**config.mk**
```make
export PLATFORM = sky130hd
export DESIGN_NAME = serial_packet_deframer_flat
export DESIGN_NICKNAME = d
export VERILOG_FILES = /design/src/design/spd_pkg.sv /design/src/design/spd_ifs.sv /design/src/design/spd_ram.sv /design/src/design/spd_front.sv /design/src/design/spd_queue.sv /design/src/design/spd_back.sv /design/src/design/serial_packet_deframer.sv /design/src/flat_wrapper.sv
export SDC_FILE = /design/constraint.sdc
export NUM_CORES = 1
export LEC_CHECK = 0
export ABC_CLOCK_PERIOD_IN_PS = 3500
export BUFFER_PORTS_ARGS = -buffer_cell sky130_fd_sc_hd__buf_2
export CAP_MARGIN = 20
export CORE_MARGIN = 3
export CORE_UTILIZATION = 55
export DETAILED_ROUTE_END_ITERATION = 6
export PLACE_DENSITY_LB_ADDON = 0.12
export SLEW_MARGIN = 20
export SYNTH_ARGS = -nofsm -noshare
export SYNTH_HDL_FRONTEND = slang
export SYNTH_SLANG_ARGS = --single-unit
export TNS_END_PERCENT = 50
```
**constraint.sdc**
```tcl
create_clock -name clk -period 3.5 [get_ports clk]
set_input_delay 0.175 -clock clk [delete_from_list [all_inputs] [get_ports clk]]
set_output_delay 0.175 -clock clk [all_outputs]
set_load 0.02 [all_outputs]
```
**src/design/spd_pkg.sv**
```systemverilog
// Shared types and constants for the serial packet deframer.
package spd_pkg;

  localparam int BYTE_W = 8;
  localparam int POS_W  = 6;
  localparam int LEN_W  = 7;

  // Input operation codes
  localparam logic OP_BYTE = 1'b0;
  localparam logic OP_POLL = 1'b1;

  // Result kinds
  localparam logic KIND_PAYLOAD = 1'b0;
  localparam logic KIND_POLL    = 1'b1;

  // Framing characters
  localparam logic [BYTE_W-1:0] HDR_BIN = 8'hFF;
  localparam logic [BYTE_W-1:0] TRL_BIN = 8'hFE;
  localparam logic [BYTE_W-1:0] HDR_TXT = 8'h40;
  localparam logic [BYTE_W-1:0] CR_TXT  = 8'h0D;
  localparam logic [BYTE_W-1:0] LF_TXT  = 8'h0A;

  // Command handed from the parser to the result sequencer
  typedef struct packed {
    logic             poll;
    logic             flag;
    logic [LEN_W-1:0] len;
    logic             ovf;
  } spd_cmd_t;

  // Frame store write port
  typedef struct packed {
    logic              en;
    logic [POS_W-1:0]  addr;
    logic [BYTE_W-1:0] data;
  } spd_wr_t;

endpackage

```
**src/design/spd_ifs.sv**
```systemverilog
// Channel interfaces of the serial packet deframer.
interface spd_cfg_if;
  logic valid;
  logic ready;
  logic text_mode;
  modport source (output valid, output text_mode, input ready);
  modport sink (input valid, input text_mode, output ready);
endinterface

interface spd_in_if;
  logic       valid;
  logic       ready;
  logic       op;
  logic [7:0] rx_byte;
  modport source (output valid, output op, output rx_byte, input ready);
  modport sink (input valid, input op, input rx_byte, output ready);
endinterface

interface spd_out_if;
  logic       valid;
  logic       ready;
  logic       kind;
  logic [7:0] payload_byte;
  logic [5:0] position;
  logic [6:0] frame_length;
  logic       overflow;
  logic       flag_was_set;
  logic       last;
  modport source (output valid, output kind, output payload_byte, output position,
                  output frame_length, output overflow, output flag_was_set,
                  output last, input ready);
  modport sink (input valid, input kind, input payload_byte, input position,
                input frame_length, input overflow, input flag_was_set,
                input last, output ready);
endinterface

```
**src/design/spd_ram.sv**
```systemverilog
// Generic single-write, single-read RAM with registered read data.
module spd_ram #(
  parameter int WIDTH = 8,
  parameter int DEPTH = 64,
  localparam int AW = (DEPTH > 1) ? $clog2(DEPTH) : 1
) (
  input  logic             clk,
  input  logic             wr_en,
  input  logic [AW-1:0]    wr_addr,
  input  logic [WIDTH-1:0] wr_data,
  input  logic             rd_en,
  input  logic [AW-1:0]    rd_addr,
  output logic [WIDTH-1:0] rd_data
);

  logic [WIDTH-1:0] mem [DEPTH];

  always_ff @(posedge clk) begin
    if (wr_en) begin
      mem[wr_addr] <= wr_data;
    end
    if (rd_en) begin
      rd_data <= mem[rd_addr];
    end
  end

endmodule

```
**src/design/spd_front.sv**
```systemverilog
// Parser front end: takes beats, tracks framing, fills the frame store, queues commands.
module spd_front #(
  parameter int TEXT_DEPTH = 64,
  parameter int BIN_LEN    = 4
) (
  input  logic               clk,
  input  logic               rst,
  spd_cfg_if.sink            cfg,
  spd_in_if.sink             rx,
  output spd_pkg::spd_wr_t   wr,
  output logic               push,
  output spd_pkg::spd_cmd_t  push_cmd,
  input  logic               q_full,
  input  logic               frame_done
);
  import spd_pkg::*;

  localparam logic [1:0] PH_HEADER  = 2'd0;
  localparam logic [1:0] PH_COLLECT = 2'd1;
  localparam logic [1:0] PH_TRAILER = 2'd2;

  localparam logic [LEN_W-1:0] TEXT_LIMIT = LEN_W'(TEXT_DEPTH);
  localparam logic [LEN_W-1:0] BIN_LIMIT  = LEN_W'(BIN_LEN);

  logic             text_mode, text_mode_next;
  logic [1:0]       phase, phase_next;
  logic [LEN_W-1:0] fill, fill_next;
  logic             done, done_next;
  logic             ovf, ovf_next;
  logic             busy, busy_next;
  logic             accept;
  logic [BYTE_W-1:0] b;

  assign cfg.ready = 1'b1;
  // Hold bytes while a finished frame still drains out of the store.
  assign rx.ready  = !q_full && (rx.op == OP_POLL || !busy);
  assign accept    = rx.valid && rx.ready;
  assign b         = rx.rx_byte;

  always_comb begin
    text_mode_next = text_mode;
    phase_next     = phase;
    fill_next      = fill;
    done_next      = done;
    ovf_next       = ovf;
    busy_next      = busy;
    push           = 1'b0;
    push_cmd       = '0;
    wr.en          = 1'b0;
    wr.addr        = fill[POS_W-1:0];
    wr.data        = b;

    if (frame_done) begin
      busy_next = 1'b0;
    end

    if (accept) begin
      if (rx.op == OP_POLL) begin
        push          = 1'b1;
        push_cmd.poll = 1'b1;
        push_cmd.flag = done;
        done_next     = 1'b0;
      end else begin
        case (phase)
          PH_COLLECT: begin
            if (text_mode) begin
              if (b == CR_TXT) begin
                phase_next = PH_TRAILER;
              end else if (fill < TEXT_LIMIT) begin
                wr.en     = 1'b1;
                fill_next = fill + LEN_W'(1);
              end else begin
                ovf_next = 1'b1;
              end
            end else begin
              wr.en     = 1'b1;
              fill_next = fill + LEN_W'(1);
              if (fill_next >= BIN_LIMIT) begin
                phase_next = PH_TRAILER;
              end
            end
          end
          PH_TRAILER: begin
            if (b == (text_mode ? LF_TXT : TRL_BIN)) begin
              phase_next   = PH_HEADER;
              done_next    = 1'b1;
              busy_next    = 1'b1;
              push         = 1'b1;
              push_cmd.len = fill;
              push_cmd.ovf = ovf;
            end
          end
          default: begin
            phase_next = PH_HEADER;
            if ((text_mode && b == HDR_TXT && !done) || (!text_mode && b == HDR_BIN)) begin
              phase_next = PH_COLLECT;
              fill_next  = '0;
              ovf_next   = 1'b0;
            end
          end
        endcase
      end
    end

    // A mode write restarts the parser but keeps the done flag.
    if (cfg.valid) begin
      text_mode_next = cfg.text_mode;
      phase_next     = PH_HEADER;
      fill_next      = '0;
      ovf_next       = 1'b0;
    end
  end

  always_ff @(posedge clk) begin
    if (rst) begin
      text_mode <= 1'b1;
      phase     <= PH_HEADER;
      fill      <= '0;
      done      <= 1'b0;
      ovf       <= 1'b0;
      busy      <= 1'b0;
    end else begin
      text_mode <= text_mode_next;
      phase     <= phase_next;
      fill      <= fill_next;
      done      <= done_next;
      ovf       <= ovf_next;
      busy      <= busy_next;
    end
  end

endmodule

```
**src/design/spd_queue.sv**
```systemverilog
// Two-entry command queue between parser and result sequencer.
module spd_queue (
  input  logic              clk,
  input  logic              rst,
  input  logic              push,
  input  spd_pkg::spd_cmd_t push_cmd,
  input  logic              pop,
  output spd_pkg::spd_cmd_t head,
  output logic              empty,
  output logic              full
);
  import spd_pkg::*;

  spd_cmd_t   slots [2];
  logic       wr_ptr;
  logic       rd_ptr;
  logic [1:0] count;

  assign head  = slots[rd_ptr];
  assign empty = (count == 2'd0);
  assign full  = (count == 2'd2);

  always_ff @(posedge clk) begin
    if (push) begin
      slots[wr_ptr] <= push_cmd;
    end
  end

  always_ff @(posedge clk) begin
    if (rst) begin
      wr_ptr <= 1'b0;
      rd_ptr <= 1'b0;
      count  <= 2'd0;
    end else begin
      if (push) begin
        wr_ptr <= ~wr_ptr;
      end
      if (pop) begin
        rd_ptr <= ~rd_ptr;
      end
      case ({push, pop})
        2'b10:   count <= count + 2'd1;
        2'b01:   count <= count - 2'd1;
        default: count <= count;
      endcase
    end
  end

endmodule

```
**src/design/spd_back.sv**
```systemverilog
// Result sequencer: turns queued commands into result beats, reading the frame store.
module spd_back #(
  parameter int ADDR_W = 6
) (
  input  logic                 clk,
  input  logic                 rst,
  input  spd_pkg::spd_cmd_t    head,
  input  logic                 empty,
  output logic                 pop,
  output logic                 rd_en,
  output logic [ADDR_W-1:0]    rd_addr,
  input  logic [7:0]           rd_data,
  spd_out_if.source            res,
  output logic                 frame_done
);
  import spd_pkg::*;

  localparam logic [1:0] ST_IDLE = 2'd0;
  localparam logic [1:0] ST_READ = 2'd1;
  localparam logic [1:0] ST_SHOW = 2'd2;

  logic [1:0]       state;
  logic             kind;
  logic             flag;
  logic [LEN_W-1:0] len;
  logic             ovf;
  logic [POS_W-1:0] idx;
  logic             is_last;
  logic             has_data;

  assign pop      = (state == ST_IDLE) && !empty;
  assign rd_en    = (state == ST_READ);
  assign rd_addr  = idx[ADDR_W-1:0];
  assign has_data = (kind == KIND_PAYLOAD) && (len != '0);
  assign is_last  = !has_data || ({1'b0, idx} + 7'd1 == len);

  assign res.valid        = (state == ST_SHOW);
  assign res.kind         = kind;
  assign res.payload_byte = has_data ? rd_data : '0;
  assign res.position     = idx;
  assign res.frame_length = len;
  assign res.overflow     = ovf;
  assign res.flag_was_set = flag;
  assign res.last         = is_last;
  assign frame_done       = res.valid && res.ready && is_last && (kind == KIND_PAYLOAD);

  always_ff @(posedge clk) begin
    if (pop) begin
      kind <= head.poll ? KIND_POLL : KIND_PAYLOAD;
      flag <= head.flag;
      len  <= head.len;
      ovf  <= head.ovf;
    end
  end

  always_ff @(posedge clk) begin
    if (rst) begin
      state <= ST_IDLE;
      idx   <= '0;
    end else begin
      case (state)
        ST_IDLE: begin
          if (!empty) begin
            idx   <= '0;
            state <= (!head.poll && head.len != '0) ? ST_READ : ST_SHOW;
          end
        end
        ST_READ: begin
          state <= ST_SHOW;
        end
        ST_SHOW: begin
          if (res.ready) begin
            if (is_last) begin
              state <= ST_IDLE;
            end else begin
              idx   <= idx + POS_W'(1);
              state <= ST_READ;
            end
          end
        end
        default: begin
          state <= ST_IDLE;
        end
      endcase
    end
  end

endmodule

```
**src/design/serial_packet_deframer.sv**
```systemverilog
// Top level of the serial packet deframer.
// The block turns received serial bytes into frames, in binary mode (0xFF, BIN_LEN
// payload bytes, 0xFE) or text mode ('@', bytes up to CR, then LF; a new text frame
// starts only while the done flag is clear). A poll beat answers with the done flag
// and clears it. The parser front end takes one beat per cycle unless it holds beats
// off as below, and writes payload bytes into a frame store RAM; finished frames and
// poll answers go through a two-entry command queue to a sequencer that plays them
// out. The sequencer plays out a finished frame one result byte at a time, each byte
// set by the registered RAM read followed by the output beat, which waits for the
// receiver to be ready, and it does not read the next byte before the last is taken; an
// empty text frame gives one result. While a frame drains, byte beats are held off
// (the store is being read), but poll beats are still taken until the queue is full.
// A write on the mode channel restarts the parser and keeps the done flag; it is
// taken at once.
module serial_packet_deframer #(
  parameter int TEXT_DEPTH = 64,
  parameter int BIN_LEN    = 4
) (
  input  logic      clk,
  input  logic      rst,
  spd_cfg_if.sink   cfg,
  spd_in_if.sink    rx,
  spd_out_if.source res
);
  import spd_pkg::*;

  // Store holds the longer of a text line and a binary payload.
  localparam int STORE_DEPTH = (TEXT_DEPTH > BIN_LEN) ? TEXT_DEPTH : BIN_LEN;
  localparam int ADDR_W      = (STORE_DEPTH > 1) ? $clog2(STORE_DEPTH) : 1;

  spd_wr_t           wr;
  logic              push;
  spd_cmd_t          push_cmd;
  logic              q_full;
  logic              q_empty;
  logic              pop;
  spd_cmd_t          head;
  logic              frame_done;
  logic              rd_en;
  logic [ADDR_W-1:0] rd_addr;
  logic [7:0]        rd_data;

  spd_front #(
    .TEXT_DEPTH (TEXT_DEPTH),
    .BIN_LEN    (BIN_LEN)
  ) u_front (
    .clk        (clk),
    .rst        (rst),
    .cfg        (cfg),
    .rx         (rx),
    .wr         (wr),
    .push       (push),
    .push_cmd   (push_cmd),
    .q_full     (q_full),
    .frame_done (frame_done)
  );

  // Frame store: written by the parser, read by the sequencer.
  spd_ram #(
    .WIDTH (BYTE_W),
    .DEPTH (STORE_DEPTH)
  ) u_store (
    .clk     (clk),
    .wr_en   (wr.en),
    .wr_addr (wr.addr[ADDR_W-1:0]),
    .wr_data (wr.data),
    .rd_en   (rd_en),
    .rd_addr (rd_addr),
    .rd_data (rd_data)
  );

  spd_queue u_queue (
    .clk      (clk),
    .rst      (rst),
    .push     (push),
    .push_cmd (push_cmd),
    .pop      (pop),
    .head     (head),
    .empty    (q_empty),
    .full     (q_full)
  );

  spd_back #(
    .ADDR_W (ADDR_W)
  ) u_back (
    .clk        (clk),
    .rst        (rst),
    .head       (head),
    .empty      (q_empty),
    .pop        (pop),
    .rd_en      (rd_en),
    .rd_addr    (rd_addr),
    .rd_data    (rd_data),
    .res        (res),
    .frame_done (frame_done)
  );

endmodule
```
**src/flat_wrapper.sv**
```systemverilog
// flat-port wrapper written by rule: the top's interface ports become plain ports
module serial_packet_deframer_flat import spd_pkg::*;
#(
  parameter int TEXT_DEPTH = 64,
  parameter int BIN_LEN    = 4
)
  (clk, rst, cfg_valid, cfg_text_mode, cfg_ready, rx_valid, rx_op, rx_rx_byte, rx_ready, res_valid, res_kind, res_payload_byte, res_position, res_frame_length, res_overflow, res_flag_was_set, res_last, res_ready);
  spd_cfg_if cfg_i ();
  spd_in_if rx_i ();
  spd_out_if res_i ();
  input  logic clk;
  input  logic rst;
  input wire logic [$bits(cfg_i.valid)-1:0] cfg_valid;
  input wire logic [$bits(cfg_i.text_mode)-1:0] cfg_text_mode;
  output wire logic [$bits(cfg_i.ready)-1:0] cfg_ready;
  input wire logic [$bits(rx_i.valid)-1:0] rx_valid;
  input wire logic [$bits(rx_i.op)-1:0] rx_op;
  input wire logic [$bits(rx_i.rx_byte)-1:0] rx_rx_byte;
  output wire logic [$bits(rx_i.ready)-1:0] rx_ready;
  output wire logic [$bits(res_i.valid)-1:0] res_valid;
  output wire logic [$bits(res_i.kind)-1:0] res_kind;
  output wire logic [$bits(res_i.payload_byte)-1:0] res_payload_byte;
  output wire logic [$bits(res_i.position)-1:0] res_position;
  output wire logic [$bits(res_i.frame_length)-1:0] res_frame_length;
  output wire logic [$bits(res_i.overflow)-1:0] res_overflow;
  output wire logic [$bits(res_i.flag_was_set)-1:0] res_flag_was_set;
  output wire logic [$bits(res_i.last)-1:0] res_last;
  input wire logic [$bits(res_i.ready)-1:0] res_ready;
  assign cfg_i.valid = cfg_valid;
  assign cfg_i.text_mode = cfg_text_mode;
  assign cfg_ready = cfg_i.ready;
  assign rx_i.valid = rx_valid;
  assign rx_i.op = rx_op;
  assign rx_i.rx_byte = rx_rx_byte;
  assign rx_ready = rx_i.ready;
  assign res_valid = res_i.valid;
  assign res_kind = res_i.kind;
  assign res_payload_byte = res_i.payload_byte;
  assign res_position = res_i.position;
  assign res_frame_length = res_i.frame_length;
  assign res_overflow = res_i.overflow;
  assign res_flag_was_set = res_i.flag_was_set;
  assign res_last = res_i.last;
  assign res_i.ready = res_ready;
  serial_packet_deframer #(.TEXT_DEPTH(TEXT_DEPTH), .BIN_LEN(BIN_LEN)) u_core (.clk(clk), .rst(rst), .cfg(cfg_i), .rx(rx_i), .res(res_i));
endmodule
```
======== Word-level counts from Yosys, hierarchy flattened ========
Memory sizes are Yosys's and may differ from the RTL's. A register that Yosys moved wholly into a read port is not among the register bits.
Index checks and enable logic that the tools add are counted.
word-level totals
  register bits ........................... 35
  memory bits (writable) .................. 532
  input port bits ......................... 15
  output and inout bits ................... 28
  word-level logic and storage cells ...... 147
  memories ................................ 2
cells by class
  add/sub/neg operators ................... 5
  magnitude comparators ................... 2
  equal/unequal tests ..................... 23
  mux-type cells .......................... 58
  bitwise operators ....................... 5
  reductions and logical operators ........ 37
memory list
  name                  depth  width  read ports  clocked after memory_dff  wr ports  RTL line         text
  u_core.u_store.mem    64     8      1           1                         1         spd_ram.sv:16    logic [WIDTH-1:0] mem [DEPTH];
  u_core.u_queue.slots  2      10     1           1                         1         spd_queue.sv:14  spd_cmd_t slots [2];
operators by type and width
  kind                                                                    count
  8-bit 2-to-1 mux                                                        5
  1-bit 2-to-1 mux                                                        31
  7-bit 2-to-1 mux                                                        4
  6-bit 2-to-1 mux                                                        3
  2-bit 2-to-1 mux                                                        8
  2-bit != test (second input constant)                                   7
  7-bit one-hot mux with 2 select lines                                   1
  7-bit nonzero test                                                      2
  3-bit != test (second input constant)                                   4
  6-bit one-hot mux with 2 select lines                                   1
  1-bit logical AND                                                       11
  10-bit 2-to-1 mux                                                       1
  2-bit nonzero test                                                      5
  2-bit == test (second input constant)                                   4
  8-bit by 4-bit == test with 1-bit output (second input constant)        1
  8-bit by 7-bit == test with 1-bit output (second input constant)        1
  8-bit == test                                                           1
  8-bit == test (second input constant)                                   1
  2-bit one-hot mux with 2 select lines                                   2
  6-bit by 1-bit adder with 7-bit output (second input constant)          1
  7-bit by 1-bit adder with 7-bit output (second input constant)          1
  7-bit == test                                                           1
  7-bit by 3-bit >= comparator with 1-bit output (second input constant)  1
  1-bit zero test                                                         7
  other kinds (17)                                                        26

======== Longest topological paths before layout ========
  depth in word-level cells ............... 11
  depth in mapped cells ................... 9
  mapped depth without buffers ............ 9

======== Cells and area by module ========
From an unflattened synthesis, not the netlist that was laid out.
second synthesis, totals
  cell total of the unflattened synthesis .. 1231
  area total of the unflattened synthesis .. 23288.6 µm²
by module, submodules not included
  module     times used  cells an instance  area an instance (µm²)  sequential area each (µm²)
  spd_ram    1           940                20246.9                 15615.0
  spd_front  1           143                1113.6                  260.2
  spd_back   1           95                 1004.7                  460.4
  spd_queue  1           53                 923.4                   700.7

======== Least setup slack after synthesis ========
No wires, ideal clock.
  path type ............................... reg2reg
  start point ............................. register u_core.u_back.idx[0], in the netlist u_core.u_back.rd_addr[0]
  end point ............................... register u_core.u_store.rd_data[0], read port of u_core.u_store.mem, data pin
  setup time .............................. 0.259 ns
  arrival time ............................ 2.327 ns
  data required time ...................... 3.241 ns
  slack ................................... 0.914 ns
  cell stages (with the launch flop) ...... 9
  buffers on the path ..................... 4
  clock period less this slack ............ 2.586 ns
  cell sequence ........................... dfxtp_1 > buf_2 > buf_6 > buf_2 > buf_4 > mux4_2 > o22ai_1 > a211oi_1 > a211o_1
RTL lines
  element                 RTL line        text
  start, declared         spd_back.sv:27  logic [POS_W-1:0] idx;
  start signal, assigned  spd_back.sv:76  idx <= idx + POS_W'(1);
  end, declared           spd_ram.sv:13   output logic [WIDTH-1:0] rd_data

======== Worst setup path in the final report ========
  start point ............................. register u_core.u_back.idx[4], in the netlist u_core.u_back.rd_addr[4]
  end point ............................... output res_last
between the ends
  cells in the longest elaborated chain, start to end .. 3
ends and longest elaborated chain
  element                                 RTL line            text
  6-bit by 1-bit adder with 7-bit output  spd_back.sv:35      assign is_last = !has_data || ({1'b0, idx} + 7'd1 == len);
  7-bit == test                           spd_back.sv:35
  1-bit logical OR                        spd_back.sv:35
  end, declared                           flat_wrapper.sv:27  output wire logic [$bits(res_i.last)-1:0] res_last;
No other way between the ends.

==> results.md <==
- Initial Util: 0.560
- Synth area leaders: edfxtp_1 72%, mux4_2 13%, dfxtp_1 2.3%
- Post-synth EDFFs: 550
- Post-DP HPWL: 33.2 mm
- CTS Buffer Depth: 3
- Leak: 8.17 nW
- Mapped Area: 23,000 sq um
- Remaining DRCs: 0
- Worst Path Buf+Inv: 1
- Sequential fraction of the synthesis area: 0.740
- Final hold violations: 0
- Post-synth top cells: 550 x edfxtp_1, 128 x mux4_2, 86 x nor2_1
- Leading area contributor after synthesis: edfxtp_1
- Clock Skew: 0.0172 ns
- CTS tree: done
- Gate count after technology mapping: 1,203
- Critical-path maximum fanout: 15
- PostCTS Resize Cnt: 0
- Root Driver: clkbuf_16
- First-pass GRT wire length: 78.1 mm
- PnR worst setup slack: 0.227 ns
- Area growth syn-to-layout: 13.4%
- Share of cells above drive strength 1: 0.246
- Remaining Overflow, GRT: 0
- # port buffers: 41
- Max-cap violations: 0
- Max Fclk: 0.306 GHz
- Antenna Nets Post-Route: 0
- Max VDD drop: 0.360 mV
- Drt pass-1 iters: 5
- Htree depth: 2
- Core Area: 41,100 sq um
- Worst Hold Slack: 0.0723 ns
- Via count: 11,800
- Rows: 74
- Crit share post-route: 0.935
- Initial antenna violation count: 0
- Tightest Pin Transition: 1.01 ns
- Setup tns final: 0 ns
- Dominant synthesized flop cell: edfxtp_1
- Antenna diodes: 0
- Synthesis-stage register bit count: 576
- Crit path time final: 3.27 ns
- Worst EP arrival: 3.10 ns
- Worst Hold Class: in -> reg
- Synth top area share: 0.717
- Worst setup SP type: register
- Critical path endpoint category: output port
- Critical path cell sequence: nand3_1 > o21ai_0 > nand4_1 > o31ai_4 > buf_2
- Yosys warns: 0
- Final GP Congestion: 0.843
- Tot GR Track Use: 0.240
- Status: complete, no violations
- Die width: 211 microns
- Setup bufs post-CTS: 0
- Largest net degree at the start of global routing: 66
- Vias in the first global route: 11,700
- CTS Buf Count: 57
- Final setup viols: 0
- Avg Inst Size Synth: 19.1 sq um
- Final #Nets: 1,324
- Cell family with most CP delay: flip-flops
- Worst-path clk slew: 0.06 ns
- Drt total wl: 51.9 mm
- Boundary Pins: 43
- Post-DR vias/cell: 6.28
- Critical path class: reg -> out
- Asr flop ratio synth: 0
- Worst EP required: 3.32 ns
- Die ar.: 44,400 sq um
- WL/cell: 27.5 microns
- Critical path's slowest cell: dfxtp_1
- Syn nets: 1,223
- Max incr delay on CP: 0.80 ns
- Worst-Skew Late Latency: 0.60 ns
- Count leader, synth: edfxtp_1
- Pre-CTS setup slack: 0.198 ns
- Slew Limit Headroom: 0.324
- RSZ-0062 raised after global routing: no
- Distinct cells, synth: 58
- CTS Sinks: 576
- Slew Limit Fails: 0
- Chip height: 211 microns
- Power density over cell area: 589 nW/um^2
- Starting DRT DRC Count: 1,280
[flip-flops by register name (all words and copies together), names as in the netlist, named ones only]
name,flops
u_core.u_store.mem,512
u_core.u_queue.slots,20
u_core.u_store.rd_data,8
u_core.u_back.res.frame_length,7
u_core.u_front.fill,7
u_core.u_back.rd_addr,6
u_core.u_back.state,2
u_core.u_front.phase,2
u_core.u_queue.count,2
u_core.u_back.res.flag_was_set,1
u_core.u_back.res.kind,1
u_core.u_back.res.overflow,1
u_core.u_front.busy,1
u_core.u_front.done,1
u_core.u_front.ovf,1
u_core.u_front.text_mode,1
u_core.u_queue.rd_ptr,1
u_core.u_queue.wr_ptr,1
[power breakdown]
part           switching, W  internal (W)
sequential         0.000143       0.00769
combinational      0.000746      0.000528
clock               0.00253       0.00373
[cell usage in the layout, fill, tap and decap left out, drive strengths merged, types with 12 or more instances in the layout]
| master | synthesis | routed |
|---|---|---|
| and3 | 15 | 15 |
| nand3 | 12 | 12 |
| mux2i | 42 | 42 |
| inv | 18 | 20 |
| nor2b | 19 | 19 |
| dfxtp | 26 | 26 |
| buf | 33 | 100 |
| o221ai | 24 | 24 |
| nand2 | 31 | 31 |
| o21ai | 19 | 19 |
| nor3 | 12 | 12 |
| clkbuf | 34 | 68 |
| and2 | 14 | 14 |
| edfxtp | 550 | 550 |
| clkinv | 0 | 26 |
| mux4 | 128 | 128 |
| nor2 | 86 | 86 |
[worst min-delay path, delay by kind of cell]
kind / cells / cell delay [ns]
buf+inv: 1 / 0.11
simple gates: 2 / 0.32
[layout make-up]
cell class / instances / area [sq um]
clock buffer: 68 / 1510
clock inverter: 39 / 415
fill: 2871 / 15000
inverter: 18 / 67.6
multi-input combinational: 542 / 5600
sequential: 576 / 17000
tap: 532 / 666
timing repair buffer: 109 / 801
[final timing paths]
path / startpoint / end / slack [ns] / depth (start not counted)
setup / recovery: u_core.u_back.rd_addr[4]$_SDFFE_PP0P_ / res_last / 0.23 / 5
hold / removal: rx_op / u_core.u_front.done$_SDFFE_PP0P_ / 0.07 / 3
setup reg to reg: u_core.u_queue.count[0]$_SDFFE_PP0P_ / u_core.u_store.mem[20][4]$_DFFE_PP_ / 0.23 / 6
hold reg to reg: u_core.u_front.phase[0]$_SDFFE_PP0P_ / u_core.u_front.phase[0]$_SDFFE_PP0P_ / 0.49 / 2
[repair_timing]
action | in CTS | in global routing
hold buffers | 9 | 0
endpoints found under the hold margin | 34 | 0
endpoints found under the setup margin | 0 | 0
[cells by family (layout without fill, tap and decap cells)]
family                   Yosys count  count (layout)  synth area share
buffers and inverters             85             234            0.0173
AO/OA/AOI/OAI                    122             122            0.0393
flip-flops                       576             576             0.740
XOR/XNOR                          11              11           0.00418
adder cells (fa/ha/maj)            5               5           0.00272
multiplexers                     180             180             0.148
other                              1               1          0.000163
AND/OR/NAND/NOR                  223             223            0.0480
[through the flow]
stage | total power (W) | instance area [sq um] | utilization | std cells
CTS | 0.0155 | 26100 | 0.635 | 1884
global route | 0.0159 | 26100 | 0.635 | 1884
detailed placement | 0.00925 | 24100 | 0.586 | 1768
global placement | 0.00923 | 24100 | 0.586 | 1768
finish | 0.0154 | 26100 | 0.635 | 1884
floorplan | 0.00876 | 23000 | - | 1203
[metal layers]
layer | global-route usage | share of wire | vias to the layer above
met4 | 0.0674 | 0.024 | 0
met5 | 0 | 0 | -
met1 | 0.360 | 0.43 | 6163
li1 | - | - | 5139
met2 | 0.370 | 0.47 | 457
met3 | 0.0460 | 0.076 | 66
Note: power is estimated with default switching activity, not from simulation.
